==> config.mk <==
export PLATFORM = sky130hd
export DESIGN_NAME = utf8_stream_decoder
export DESIGN_NICKNAME = d
export VERILOG_FILES = /design/src/rtl/core/u8sd_pkg.sv /design/src/rtl/core/utf8_stream_decoder.sv /design/src/rtl/core/u8sd_decode.sv /design/src/rtl/core/u8sd_emit.sv
export SDC_FILE = /design/constraint.sdc
export NUM_CORES = 1
export LEC_CHECK = 0
export BUFFER_PORTS_ARGS = -buffer_cell sky130_fd_sc_hd__buf_2
export CELL_PAD_IN_SITES_DETAIL_PLACEMENT = 1
export CELL_PAD_IN_SITES_GLOBAL_PLACEMENT = 2
export CORE_ASPECT_RATIO = 0.75
export CORE_UTILIZATION = 35
export DETAILED_ROUTE_END_ITERATION = 6
export PLACE_DENSITY = 0.78
export SYNTH_ARGS = -nofsm -noshare
export SYNTH_HDL_FRONTEND = slang
export SYNTH_SLANG_ARGS = --single-unit
==> constraint.sdc <==
create_clock -name clk -period 4.6 [get_ports clk]
set_clock_uncertainty 0.05 [all_clocks]
set_input_delay 0 -clock clk [delete_from_list [all_inputs] [get_ports clk]]
set_output_delay 0 -clock clk [all_outputs]
set_load 0.01 [all_outputs]
==> src/rtl/core/u8sd_pkg.sv <==
// types and constants shared by the utf8 stream decoder modules
package u8sd_pkg;

  localparam int CP_W  = 31;
  localparam int CNT_W = 3;

  localparam logic [CP_W-1:0] SUBST_CHAR = 31'd63;

  // one input transaction
  typedef struct packed {
    logic [7:0] byte_in;
    logic       last_byte;
  } in_t;

  // one result transaction
  typedef struct packed {
    logic [CP_W-1:0] code_point;
    logic            end_of_run;
  } out_t;

  // results of one byte: cnt results, all substitutes except the last, which is cp
  typedef struct packed {
    logic [CNT_W-1:0] cnt;
    logic [CP_W-1:0]  cp;
  } desc_t;

endpackage

==> src/rtl/core/utf8_stream_decoder.sv <==
// Streaming decoder for legacy UTF-8 (one to six byte forms, 31-bit code points).
//
// Input channel in_valid/in_stall/in_data carries one byte and a last_byte flag.
// Result channel out_valid/out_stall/out_data carries a code point and end_of_run,
// which marks the final result caused by one input byte.
// A byte that cannot be used yields 63 for the lead byte and each buffered
// continuation byte; the breaking byte is then decoded again as a new byte.
// A result passes the input register and then the result register to out_valid.
// Throughput: one byte per cycle while out_stall is low and each byte causes
// at most one result; a byte causing n results (n at most six) holds the result
// register until all are taken, and bytes that only extend a sequence yield none.
// in_stall comes from a two-entry input stage (register plus skid) and rises in
// the cycle after a byte is taken while the decode stage is blocked.
// When out_stall is high the result register holds its transaction; the input
// stage fills and then raises in_stall.
// Reset (rst_n low, synchronous) empties both stages and closes any open sequence.
module utf8_stream_decoder
  import u8sd_pkg::*;
(
  input  logic clk,
  input  logic rst_n,
  input  logic in_valid,
  output logic in_stall,
  input  in_t  in_data,
  output logic out_valid,
  input  logic out_stall,
  output out_t out_data
);

  desc_t desc;
  logic  desc_vld;
  logic  desc_ready;

  // byte decode and sequence state
  u8sd_decode u_decode (
    .clk        (clk),
    .rst_n      (rst_n),
    .in_valid   (in_valid),
    .in_data    (in_data),
    .in_stall   (in_stall),
    .desc_vld   (desc_vld),
    .desc       (desc),
    .desc_ready (desc_ready)
  );

  // result playout
  u8sd_emit u_emit (
    .clk        (clk),
    .rst_n      (rst_n),
    .desc_vld   (desc_vld),
    .desc       (desc),
    .desc_ready (desc_ready),
    .out_valid  (out_valid),
    .out_stall  (out_stall),
    .out_data   (out_data)
  );

endmodule

==> src/rtl/core/u8sd_decode.sv <==
// input skid stage, sequence state and per-byte decode
module u8sd_decode
  import u8sd_pkg::*;
(
  input  logic  clk,
  input  logic  rst_n,
  input  logic  in_valid,
  input  in_t   in_data,
  output logic  in_stall,
  output logic  desc_vld,
  output desc_t desc,
  input  logic  desc_ready
);

  logic            main_vld_r;
  in_t             main_r;
  logic            skid_vld_r;
  in_t             skid_r;
  logic [CP_W-1:0] part_r, part_nxt;
  logic [2:0]      due_r, due_nxt;
  logic [2:0]      held_r, held_nxt;

  logic            in_fire;
  logic            adv;
  logic            cont;
  logic [CP_W-1:0] pc_ext;
  logic [2:0]      due_dec;
  logic [2:0]      held_inc;
  logic [2:0]      flush_n;
  logic            f_lead;
  logic [2:0]      f_extra;
  logic [CP_W-1:0] f_bits;
  logic [CP_W-1:0] f_cp;
  logic [CNT_W-1:0] cnt;
  logic [CP_W-1:0] cp;

  assign in_stall = skid_vld_r;
  assign in_fire  = in_valid && !skid_vld_r;

  // classify the byte and work out results and next state
  always_comb begin
    cont     = (main_r.byte_in[7:6] == 2'b10);
    pc_ext   = {part_r[CP_W-7:0], main_r.byte_in[5:0]};
    due_dec  = due_r - 3'd1;
    held_inc = held_r + 3'd1;
    flush_n  = (due_r != 3'd0) ? held_r : 3'd0;

    f_lead  = 1'b0;
    f_extra = 3'd0;
    f_bits  = '0;
    f_cp    = SUBST_CHAR;
    case (main_r.byte_in) inside
      [8'h00:8'h7F]: f_cp = {23'd0, main_r.byte_in};
      [8'hC0:8'hDF]: begin
        f_lead = 1'b1; f_extra = 3'd1; f_bits = {26'd0, main_r.byte_in[4:0]};
      end
      [8'hE0:8'hEF]: begin
        f_lead = 1'b1; f_extra = 3'd2; f_bits = {27'd0, main_r.byte_in[3:0]};
      end
      [8'hF0:8'hF7]: begin
        f_lead = 1'b1; f_extra = 3'd3; f_bits = {28'd0, main_r.byte_in[2:0]};
      end
      [8'hF8:8'hFB]: begin
        f_lead = 1'b1; f_extra = 3'd4; f_bits = {29'd0, main_r.byte_in[1:0]};
      end
      [8'hFC:8'hFD]: begin
        f_lead = 1'b1; f_extra = 3'd5; f_bits = {30'd0, main_r.byte_in[0]};
      end
      default: ;  // stray continuation or invalid lead: one substitute
    endcase

    cnt      = '0;
    cp       = SUBST_CHAR;
    part_nxt = '0;
    due_nxt  = 3'd0;
    held_nxt = 3'd0;
    if (due_r != 3'd0 && cont) begin
      // continuation byte of an open sequence
      if (due_dec == 3'd0) begin
        cnt = 3'd1;
        cp  = pc_ext;
      end else if (main_r.last_byte) begin
        cnt = held_inc;
      end else begin
        part_nxt = pc_ext;
        due_nxt  = due_dec;
        held_nxt = held_inc;
      end
    end else begin
      // flush whatever is open, then decode this byte afresh
      if (f_lead && !main_r.last_byte) begin
        cnt      = flush_n;
        part_nxt = f_bits;
        due_nxt  = f_extra;
        held_nxt = 3'd1;
      end else begin
        cnt = flush_n + 3'd1;
        cp  = f_cp;
      end
    end
  end

  assign adv       = main_vld_r && ((cnt == '0) || desc_ready);
  assign desc_vld  = main_vld_r && (cnt != '0);
  assign desc.cnt  = cnt;
  assign desc.cp   = cp;

  // input stage with skid register, and sequence state
  always_ff @(posedge clk) begin
    if (!rst_n) begin
      main_vld_r <= 1'b0;
      skid_vld_r <= 1'b0;
      part_r     <= '0;
      due_r      <= 3'd0;
      held_r     <= 3'd0;
    end else begin
      if (!main_vld_r || adv) begin
        main_vld_r <= skid_vld_r || in_fire;
        main_r     <= skid_vld_r ? skid_r : in_data;
        skid_vld_r <= 1'b0;
      end else if (in_fire) begin
        skid_r     <= in_data;
        skid_vld_r <= 1'b1;
      end
      if (adv) begin
        part_r <= part_nxt;
        due_r  <= due_nxt;
        held_r <= held_nxt;
      end
    end
  end

endmodule

==> src/rtl/core/u8sd_emit.sv <==
// result register that plays out the results of one byte, one per cycle while out_stall is low
module u8sd_emit
  import u8sd_pkg::*;
(
  input  logic  clk,
  input  logic  rst_n,
  input  logic  desc_vld,
  input  desc_t desc,
  output logic  desc_ready,
  output logic  out_valid,
  input  logic  out_stall,
  output out_t  out_data
);

  logic [CNT_W-1:0] rem_r;
  logic [CP_W-1:0]  cp_r;
  logic             busy;
  logic             out_fire;
  logic             tail;

  assign busy       = (rem_r != '0);
  assign tail       = (rem_r == CNT_W'(1));
  assign out_fire   = busy && !out_stall;
  assign desc_ready = !busy || (out_fire && tail);

  // substitutes first, the tail value last
  assign out_valid           = busy;
  assign out_data.code_point = tail ? cp_r : SUBST_CHAR;
  assign out_data.end_of_run = tail;

  // count down remaining results, reload when idle or on the tail transaction
  always_ff @(posedge clk) begin
    if (!rst_n) begin
      rem_r <= '0;
    end else if (desc_vld && desc_ready) begin
      rem_r <= desc.cnt;
      cp_r  <= desc.cp;
    end else if (out_fire) begin
      rem_r <= rem_r - CNT_W'(1);
    end
  end

endmodule

### After elaboration in Yosys (flattened, before gate mapping)

Index checks and enable logic that the tools add are counted.

* bitwise operators: 2
* eq/ne operators: 2
* $lt $le $gt $ge: 12
* reduce and logical (&&, ||, !) cells: 33
* $add $sub $neg: 4
* multiplexer cells: 43

Operators by type and width (number)
* $mux W25: 8
* $mux W31: 3
* $mux W3: 20
* $ge A8 B8 Y1 const B: 5
* $le A8 B8 Y1 const B: 5
* $mux W8: 2
* $logic_and A1 B1 Y1: 14
* $mux W9: 1
* $reduce_bool A3 Y1: 3
* $ge A8 B1 Y1 const B: 1
* $le A8 B7 Y1 const B: 1
* $mux W1: 8
* $add A3 B1 Y3 const B: 2
* $logic_not A3 Y1: 2
* $sub A3 B1 Y3 const B: 2
* $logic_not A1 Y1: 5
* $logic_or A1 B1 Y1: 4
* $reduce_and A2 Y1: 2
* $eq A3 B1 Y1 const B: 1
* $reduce_and A3 Y1: 1
* $eq A2 B2 Y1 const B: 1
* $mux W2: 1
* $not A1 Y1: 2
* $reduce_bool A2 Y1: 1
* $reduce_or A2 Y1: 1

* output and inout bits: 34
* register bits: 85
* word-level logic and storage cells: 107
* input port bits: 13

### Depth between registers and ports, before layout

Gate-level depths: netlist of run 1.

* depth after elaboration: 17
* mapped depth: 13

### By module

Synthesis of run 1 repeated with hierarchy kept, for this count alone.

* cell total of the unflattened synthesis: 395
* area total of the unflattened synthesis: 4312.9 µm²

Modules (own cells, without submodules)
* u8sd_decode: area an instance 2871.5 µm², cells an instance 295, sequential area each 1201.2 µm², times used 1
* u8sd_emit: area an instance 1441.4 µm², cells an instance 100, sequential area each 991.0 µm², times used 1

### Worst setup path before layout of run 1

OpenSTA, ideal clock, no wires.

* path type: register to register
* start point: register u_decode.due_r[0]
* end point: register u_emit.cp_r[0], enable pin
* library setup time: 0.391 ns
* buffers on the path: 2
* clock period less this slack: 3.331 ns
* cell stages (with the launch flop): 12
* data arrival time: 2.890 ns
* setup slack: 1.269 ns
* cell sequence: dfxtp_1 inv_1 ha_1 ha_1 and2_1 clkbuf_1 nor4_4 or3_4 and4_4 buf_6 nand2_1 and3_1

* longest elaborated chain between the ends: 9
* elaborated cells between the ends (all ways): 13
* those cells by class: add/sub: 2; mux: 4; reduce/logical: 7

RTL lines
* from (decl): RTL line u8sd_decode.sv:20 `logic [2:0] due_r, due_nxt;`
* from (signal assigned): RTL line u8sd_decode.sv:127 `due_r <= due_nxt;`
* $reduce_bool A3 Y1: RTL line u8sd_decode.sv:46, u8sd_decode.sv:77
* $mux W3: RTL line u8sd_decode.sv:46 `flush_n = (due_r != 3'd0) ? held_r : 3'd0;`
* $add A3 B1 Y3: RTL line u8sd_decode.sv:97 `cnt = flush_n + 3'd1;`
* $mux W3: RTL line u8sd_decode.sv:91 `if (f_lead && !main_r.last_byte) begin`
* $mux W3 (*): RTL line u8sd_decode.sv:77 `if (due_r != 3'd0 && cont) begin`
* $reduce_bool A3 Y1 (*): RTL line u8sd_decode.sv:104 `assign desc_vld = main_vld_r && (cnt != '0);`
* $logic_and A1 B1 Y1 (*): RTL line u8sd_decode.sv:104
* $logic_and A1 B1 Y1 (*): RTL line u8sd_emit.sv:35 `end else if (desc_vld && desc_ready) begin`
* $reduce_and A2 Y1 (no source line) (*)
* to (signal assigned): RTL line u8sd_emit.sv:37 `cp_r <= desc.cp;`
* to (decl): RTL line u8sd_emit.sv:16 `logic [CP_W-1:0] cp_r;`

Mark *: on every way between the ends. The rest lies on a longest branch, timed or not.
A chain may end at the register's enable or synchronous reset.

### Worst setup path after layout of run 1

* start point: register u_decode.due_r[0]
* end point: register u_decode.main_r[6] (netlist name), enable pin

* longest elaborated chain between the ends: 10
* elaborated cells between the ends (all ways): 14
* those cells by class: add/sub: 2; mux: 4; reduce/logical: 8

RTL lines
* $reduce_bool A3 Y1: RTL line u8sd_decode.sv:46, u8sd_decode.sv:77
* $mux W3: RTL line u8sd_decode.sv:46
* $add A3 B1 Y3: RTL line u8sd_decode.sv:97
* $mux W3: RTL line u8sd_decode.sv:91
* $mux W3 (*): RTL line u8sd_decode.sv:77
* $logic_not A3 Y1 (*): RTL line u8sd_decode.sv:103 `assign adv = main_vld_r && ((cnt == '0) || desc_ready);`
* $logic_or A1 B1 Y1 (*): RTL line u8sd_decode.sv:103
* $logic_and A1 B1 Y1 (*): RTL line u8sd_decode.sv:103
* $logic_or A1 B1 Y1 (*): RTL line u8sd_decode.sv:117 `if (!main_vld_r || adv) begin`
* $reduce_and A2 Y1 (no source line) (*)
* to (signal assigned): RTL line u8sd_decode.sv:119 `main_r <= skid_vld_r ? skid_r : in_data;`
* to (decl): RTL line u8sd_decode.sv:16 `in_t main_r;`

Marks and branches as above.

==> results of run 1 <==
==> worst register-to-register path: stages (launching register included) <==
cell     delay [ns]
dfxtp_1        0.39
inv_1          0.06
ha_1           0.19
ha_1           0.28
nor2b_1        0.25
ha_1           0.23
and2_1         0.14
a22oi_1        0.07
xnor2_1        0.14
a32oi_1        0.50
a21oi_1        0.27
nor2b_1        0.67
==> final cells by class <==
cell class,count,area (um2)
clock inverter,7,97.6
timing repair buffer,63,383
clock buffer,9,225
sequential,85,2190
tap,140,175
fill,1215,6280
multi-input combinational,252,1720
inverter,9,33.8
==> synth_stat cells (5+ instances only) <==
cell type and count:
edfxtp_1 49, nand2_1 43, dfxtp_1 36, mux2i_1 31, and2_1 30, and3_1 25
nand3_1 23, clkbuf_1 17, nand2b_1 14, a21oi_1 9, inv_1 9, mux2_2 9
o21ai_0 9, ha_1 8, nor2b_1 7, nor2_1 5
==> layer usage <==
layer,part of all wire,wire length (um),vias up,global-route usage
met2,0.41,3840,51,0.240
met5,0,0,-,0
li1,-,-,1416,-
met1,0.55,5200,1382,0.247
met3,0.027,252,7,0.0331
met4,0.0080,75,0,0.0542
==> state kept, by name, summed over array words and instances (netlist names) <==
signal,cells
u_decode.in_stall,1
u_emit.rem_r,3
u_decode.main_vld_r,1
u_decode.due_r,3
u_decode.skid_r,9
u_emit.cp_r,31
u_decode.held_r,3
u_decode.part_r,25
u_decode.main_r,9
==> cells by family (layout without fill, tap and decap cells) <==
| group | count (synthesis) | after routing | synth area share |
|---|---|---|---|
| compound gates | 41 | 41 | 0.0704 |
| xor+xnor | 3 | 3 | 0.00645 |
| fa+ha+maj | 8 | 8 | 0.0246 |
| buf+inv | 33 | 88 | 0.0390 |
| flops | 85 | 85 | 0.538 |
| mux | 40 | 40 | 0.101 |
| simple gates | 160 | 160 | 0.220 |
==> stage by stage <==
| stage | hold slack (ns) | worst slack [ns] | instances | instance area, um2 |
|---|---|---|---|---|
| after global routing | 0.178 | 0.683 | 565 | 4830 |
| after detailed placement | 0.145 | 1.00 | 539 | 4410 |
| after floorplan | 0.0489 | 1.27 | 370 | 4070 |
| after CTS | 0.148 | 0.971 | 565 | 4830 |
| final | 0.147 | 0.986 | 565 | 4830 |
| after global placement | 0.143 | 1.25 | 539 | 4410 |
==> worst min path at each step <==
stage / to / cells after the start / from / slack, ns
finish: u_emit.rem_r[2]$_SDFFE_PN0P_ / 5 / out_stall / 0.15
global placement: u_decode.skid_r[8]$_DFFE_PP_ / 1 / in_data[8] / 0.14
detailed placement: u_decode.skid_r[7]$_DFFE_PP_ / 1 / in_data[7] / 0.14
global route: u_emit.rem_r[2]$_SDFFE_PN0P_ / 5 / out_stall / 0.18
CTS: u_emit.rem_r[2]$_SDFFE_PN0P_ / 5 / out_stall / 0.15
floorplan: u_decode.skid_r[0]$_DFFE_PP_ / 0 / in_data[0] / 0.05
==> power breakdown <==
group / internal (mW) / total [mW] / switching [mW] / leakage (nW)
Sequential: 0.865 / 0.907 / 0.0414 / 0.748
Combinational: 0.192 / 0.447 / 0.255 / 1.03
Clock: 0.478 / 0.780 / 0.302 / 0.152
==> timing repair <==
item,4_1_cts,5_1_grt
setup endpoints to repair,0,0
resized for setup,0,0
endpoints found under the hold margin,20,0
hold buffers,10,0
==> results.env, run 1 <==
POSTROUTEWIRELENGTH_UM=9370
INITIALDRTVIOLATIONCOUNT=201
DRC=0
WORST_SETUP_PATH_END_KIND='register'
CRIT_PATH_MAX_INCR_DELAY_NS=0.67
DETAIL_ROUTE.WL_PER_CELL_UM=16.6
FLOORPLAN.CORE_AREA_UM2=11100
GLOBALPLACE.CONGESTION=0.790
CRITICAL_PATH.N_BUFFERS_INVERTERS=1
CTS.CLK_SLEW.WORST_PATHS_NS=0.07
CTS_TREE='built'
TIMING.CRITICAL_PATH.CELLS='inv_1, ha_1, ha_1, nor2b_1, ha_1, and2_1, a22oi_1, xnor2_1, a32oi_1, a21oi_1, nor2b_1'
CAP_VIOLATIONS=0
VIA_PER_INST=5.05
AVGSYNTHCELLAREA_UM2=11.0
CRIT_TYPE='register to register'
DIE-AREA_UM2=12100
SEQ_AREA_FRAC_SYNTH=0.538
WORST_EP_ARRIVAL_TIME_NS=3.53
VIAS=2856
WORST_MAX_SLEW_MARGIN_EXPRESSED_RELATIVE_TO_THE_LIMIT=0.483
GRT_USE_TOTAL=0.166
YS_SEQ_ELEMENTS=85
CTS.SINK_COUNT=85
POST-SYNTH-TOP-AREA-CELL='edfxtp_1'
SETUP.WORST_PATH.START_CLASS='register'
CP.REQUIRED_NS=4.51
CRITICAL_PATH_DEPTH=11
CRITPATHLAUNCH='u_decode.due_r[0]$_SDFFE_PN0P_'
SYNTHFLOPTYPE='edfxtp_1'
TIMING.FINAL.MAX_SLEW_VIOLATIONS=0
SYNTH_WARNINGS=0
SETUP_SLACK_ON_THE_WORST_FLOP_TO_FLOP_PATH_NS=0.99
VIA_COUNT_OF_THE_FIRST_GLOBAL_ROUTING_PASS=2820
FINAL_LAYOUT_SIZE_SUFFIX_GT1_FRAC=0.202
SYNTHESIS.NETS=391
SETUP.WORST_PATH.END='u_decode.main_r[6]$_DFFE_PP_'
CRITICAL_PATH.MAX_FANOUT=9
ANTENNA_LEFT=0
SYNTH-EDFF-COUNT=49
FLOORPLAN.INITIALDENSITY=0.367
HTREE_LEVELS=3
COMMONEST_NON_FILL_NON_TAP_CELL_IN_THE_LAYOUT='edfxtp_1'
FIN_NETS=441
SYNTH_TOP_AREA_SHARE=0.361
WORST_R2R_PATH_DEPTH=11
IO_BUFFERS=46
SYNTH_TOP_CELLS_BY_AREA='edfxtp_1 36%, dfxtp_1 18%, mux2i_1 7.6%, and2_1 4.6%, nand2_1 4.0%'
STATUS='completed'
NUMBER_OF_ANTENNA_VIOLATIONS_AT_THE_FIRST_CHECK_IN_GLOBAL_ROUTING=0
R2R-START='u_decode.due_r[0]$_SDFFE_PN0P_'
SYNTH_AREA_UM2=4070
FINAL.PERIOD_UTILIZATION=0.786
CP_COMMON_CELL='ha_1'
SYNTHESIS.INSTANCES=370
UTILIZATION=0.435
TIMING_HOLD_VIOLATIONS_FINAL=0
SLOWEST_STAGE='nor2b_1'
CELLPOWERDENSITY_nW_PER_UM2=442
CLOCKBUFFERDEPTH=2
FINAL-SETUP-VIOL-COUNT=0
DIE_H_UM=95.4
ASYNC_RESET_FF_FRAC=0
WIRE_LENGTH_OF_THE_FIRST_GLOBAL_ROUTING_PASS_UM=15100
HPWL_AFTER_DPL_UM=6610
GRT_START_MAX_NET_PINS=66
TIGHTESTPINTRANSITION_NS=0.775
DIE_W_UM=127
PEAKVDDDROP_uV=231
CTS_SETUP_BUFFERS=0
DRT-PASS1-ITER-COUNT=4
TRITONCTS.NUM_BUFFERS=9
SYNTHTOLAYOUTAREAGROWTH_PCT=18.6
WORST_HOLD_PATH_TYPE='input port to register'
P_LEAK_nW=1.93
IO_PINS=47
NUM_ANTENNA_CELLS=0
GRT_OVERFLOW=0
RSZ0062_AT_GRT='no'
ROWS=33
MAX_CLOCK_FREQ_MHz=277
WORST_SKEW_PAIR_LATER_PIN_LATENCY_NS=0.34
FINAL_CELL_MIX='49 x edfxtp_1, 46 x buf_2, 43 x nand2_1, 36 x dfxtp_1, 31 x mux2i_1'
SYNTH_CELL_TYPES=48
SETUP-TNS-FINAL_NS=0
CPLARGESTDELAYFAMILY='simple AND/OR/NAND/NOR gates'
CTSROOTBUFFERMASTER='clkbuf_16'
FINALWORSTPATHREQUIREDPERIOD_NS=3.61
RR_ENDPOINT='u_decode.main_r[6]$_DFFE_PP_'
SUM_OF_INTERNAL_SWITCHING_AND_LEAKAGE_POWER_mW=2.13
Note: power is estimated with default switching activity, not from simulation.
==> inputs of run 2 (changes only) <==
- clock period: 4.6 -> 3.4 ns (I/O delays scaled with it)
==> results.env, run 2 (synthesized netlist as in run 1, its figures left out) <==
STATUS='completed'
CELLPOWERDENSITY_nW_PER_UM2=566  # +28%
FLOORPLAN.INITIALDENSITY=0.367  # unchanged
WORST_SKEW_PAIR_LATER_PIN_LATENCY_NS=0.34  # about the same
HTREE_LEVELS=3  # unchanged
DIE-AREA_UM2=12100  # unchanged
CAP_VIOLATIONS=0  # unchanged
GRT_START_MAX_NET_PINS=53  # -20%
TIMING_HOLD_VIOLATIONS_FINAL=0  # unchanged
TOP_REGISTER='u_emit.cp_r'
PLACED_AREA_UM2=4420  # +0.34%
MAX_CLOCK_FREQ_MHz=320  # +15%
WORST_MAX_SLEW_MARGIN_EXPRESSED_RELATIVE_TO_THE_LIMIT=0.480  # -0.00350
DRT-PASS1-ITER-COUNT=4  # unchanged
CLOCKBUFFERDEPTH=2  # unchanged
ANTENNA_LEFT=0  # unchanged
WORST_R2R_PATH_DEPTH=11  # unchanged
GLOBALPLACE.CONGESTION=0.821  # +4.0%
GRT_OVERFLOW=0  # unchanged
WORST_HOLD_PATH_TYPE='input port to register'
PEAKVDDDROP_uV=239  # +3.2%
DETAIL_ROUTE.WL_PER_CELL_UM=16.1  # -2.8%
POWER.COMBINATIONAL.FRACTION=0.225  # +0.015
POSTROUTEWIRELENGTH_UM=9150  # -2.3%
NUM_ANTENNA_CELLS=0  # unchanged
VIAS=2849  # -0.25%
DP_WORST_SETUP_SLACK_NS=0.116  # -0.887 ns
MIN_PATH_CELLS=5  # unchanged
FIN_WS_NS=0.270  # -0.716 ns
INITIALDRTVIOLATIONCOUNT=130  # -35%
UTILIZATION=0.433  # -0.00180
RSZ0062_AT_GRT='no'
LAYOUT.FILLER_CELLS=1239  # +2.0%
REGISTER_AREA_UM2=2190  # unchanged
IO_PINS=47  # unchanged
SETUP.WORST_PATH.START_CLASS='register'
HPWL_AFTER_DPL_UM=6510  # -1.6%
FINALWORSTPATHREQUIREDPERIOD_NS=3.13  # -0.484 ns
DIE_H_UM=95.4  # unchanged
VIA_COUNT_OF_THE_FIRST_GLOBAL_ROUTING_PASS=2834  # +0.50%
P_SEQ_FRAC=0.449  # +0.024
CRIT_PATH_MAX_INCR_DELAY_NS=0.43  # -0.24 ns
P_LEAK_nW=1.92  # -0.71%
CRIT_TYPE='register to register'
COMMONEST_NON_FILL_NON_TAP_CELL_IN_THE_LAYOUT='edfxtp_1'
CTS.CLK_SLEW.WORST_PATHS_NS=0.06  # about the same
CRITICAL_PATH.MAX_FANOUT=9  # unchanged
CRITICAL_PATH.N_BUFFERS_INVERTERS=1  # unchanged
WORST_EP_ARRIVAL_TIME_NS=3.10  # -0.43 ns
MULTIINPUTGATEAREA_UM2=1730  # +0.51%
FINAL.HOLD.WORST_SLACK_NS=0.152  # +0.00527 ns
FLOORPLAN.CORE_AREA_UM2=11100  # unchanged
CPLARGESTDELAYFAMILY='simple AND/OR/NAND/NOR gates'
FINAL_LAYOUT_SIZE_SUFFIX_GT1_FRAC=0.203  # +0.000918
FINAL_CELL_MIX='49 x edfxtp_1, 46 x buf_2, 43 x nand2_1, 36 x dfxtp_1, 31 x mux2i_1'
TRITONCTS.NUM_BUFFERS=9  # unchanged
TIMING.FINAL.MAX_SLEW_VIOLATIONS=0  # unchanged
VIA_PER_INST=5.02  # -0.77%
CTSROOTBUFFERMASTER='clkbuf_16'
DRC=0  # unchanged
SETUP-TNS-FINAL_NS=0  # unchanged
REG_TOP3='u_emit.cp_r x31, u_decode.part_r x25'
SYNTHTOLAYOUTAREAGROWTH_PCT=18.1
CTS_SETUP_BUFFERS=0  # unchanged
CTS.SINK_COUNT=85  # unchanged
FINAL.PERIOD_UTILIZATION=0.920  # +0.135
IO_BUFFERS=46  # unchanged
GRT_USE_TOTAL=0.161  # -0.00559
CP.REQUIRED_NS=3.37  # -1.14 ns
POWER.CLOCK.FRACTION=0.325  # -0.040
FINALINSTANCEAREA_UM2=4810  # -0.41%
WIRE_LENGTH_OF_THE_FIRST_GLOBAL_ROUTING_PASS_UM=14700  # -2.6%
TIGHTESTPINTRANSITION_NS=0.781  # +0.00525 ns
FINAL-SETUP-VIOL-COUNT=0  # unchanged
POWER.NET_SWITCHING_uW=787  # +32%
CP_COMMON_CELL='ha_1'
WORST_SETUP_PATH_END_KIND='register'
FIN_NETS=444  # +0.68%
CRITICAL_PATH_DEPTH=11  # unchanged
P_INT_mW=1.93  # +26%
LARGEST_REGISTER_FFS=31  # unchanged
SLOWEST_STAGE='and4b_2'
TIMING.CRITICAL_PATH.CELLS='inv_1, ha_1, ha_1, nor2b_1, ha_1, and2_1, a22oi_1, xnor2_1, a32oi_2, a21oi_1, and4b_2'
CTS_TREE='built'
NUMBER_OF_ANTENNA_VIOLATIONS_AT_THE_FIRST_CHECK_IN_GLOBAL_ROUTING=0  # unchanged
DIE_W_UM=127  # unchanged
FRACTION_OF_POWER_SPENT_SWITCHING_NETS=0.290  # +0.00925
ROWS=33  # unchanged
[run 2: final timing paths]
kind         slack [ns]                      startpoint                        endpoint
min                0.15                       out_stall    u_emit.rem_r[2]$_SDFFE_PN0P_
min reg2reg        0.41  u_decode.due_r[1]$_SDFFE_PN0P_  u_decode.due_r[1]$_SDFFE_PN0P_
max reg2reg        0.27  u_decode.due_r[0]$_SDFFE_PN0P_    u_decode.skid_r[1]$_DFFE_PP_
max                0.27  u_decode.due_r[0]$_SDFFE_PN0P_    u_decode.skid_r[1]$_DFFE_PP_
[run 2: final cells by class]
cell class / instances / area share
inverter: 9 / 0.00703
tap: 140 / 0.0364
clock inverter: 5 / 0.00755
sequential: 85 / 0.456
clock buffer: 11 / 0.0484
multi-input combinational: 252 / 0.360
timing repair buffer: 66 / 0.0848
[run 2: worst register-to-register path: cells and delay by family (launching register included)]
family	cells	cell delay, ns
AOI/OAI and AO/OA	3	0.60
xor gates and xnor gates	1	0.23
adders and majority gates	3	0.69
DFF	1	0.38
and+or+nand+nor	3	0.81
buffers and inverters	1	0.06
[run 2: power groups by stage]
stage	Clock, mW	Combinational (mW)	Sequential, mW
floorplan	0	0.453	1.22
global placement	0	0.598	1.24
detailed placement	0	0.612	1.24
CTS	0.905	0.624	1.22
global route	0.945	0.680	1.23
finish	0.884	0.613	1.22
[run 2: per-layer routing]
metal	track usage	vias up	share of wire
met2	0.242	43	0.42
met1	0.226	1378	0.54
li1	-	1421	-
met4	0.0572	0	0.0090
met3	0.0365	7	0.030
met5	0	-	0
[run 2: timing repair]
item,CTS,global route
hold buffers,11,0
endpoints found under the hold margin,22,0
endpoints found under the setup margin,0,49
gates resized for setup,0,2
[run 2: per-stage QoR]
step,power [mW],std cells
floorplan,1.67,370
global placement,1.84,541
detailed placement,1.86,541
CTS,2.75,568
global route,2.86,568
finish,2.72,568
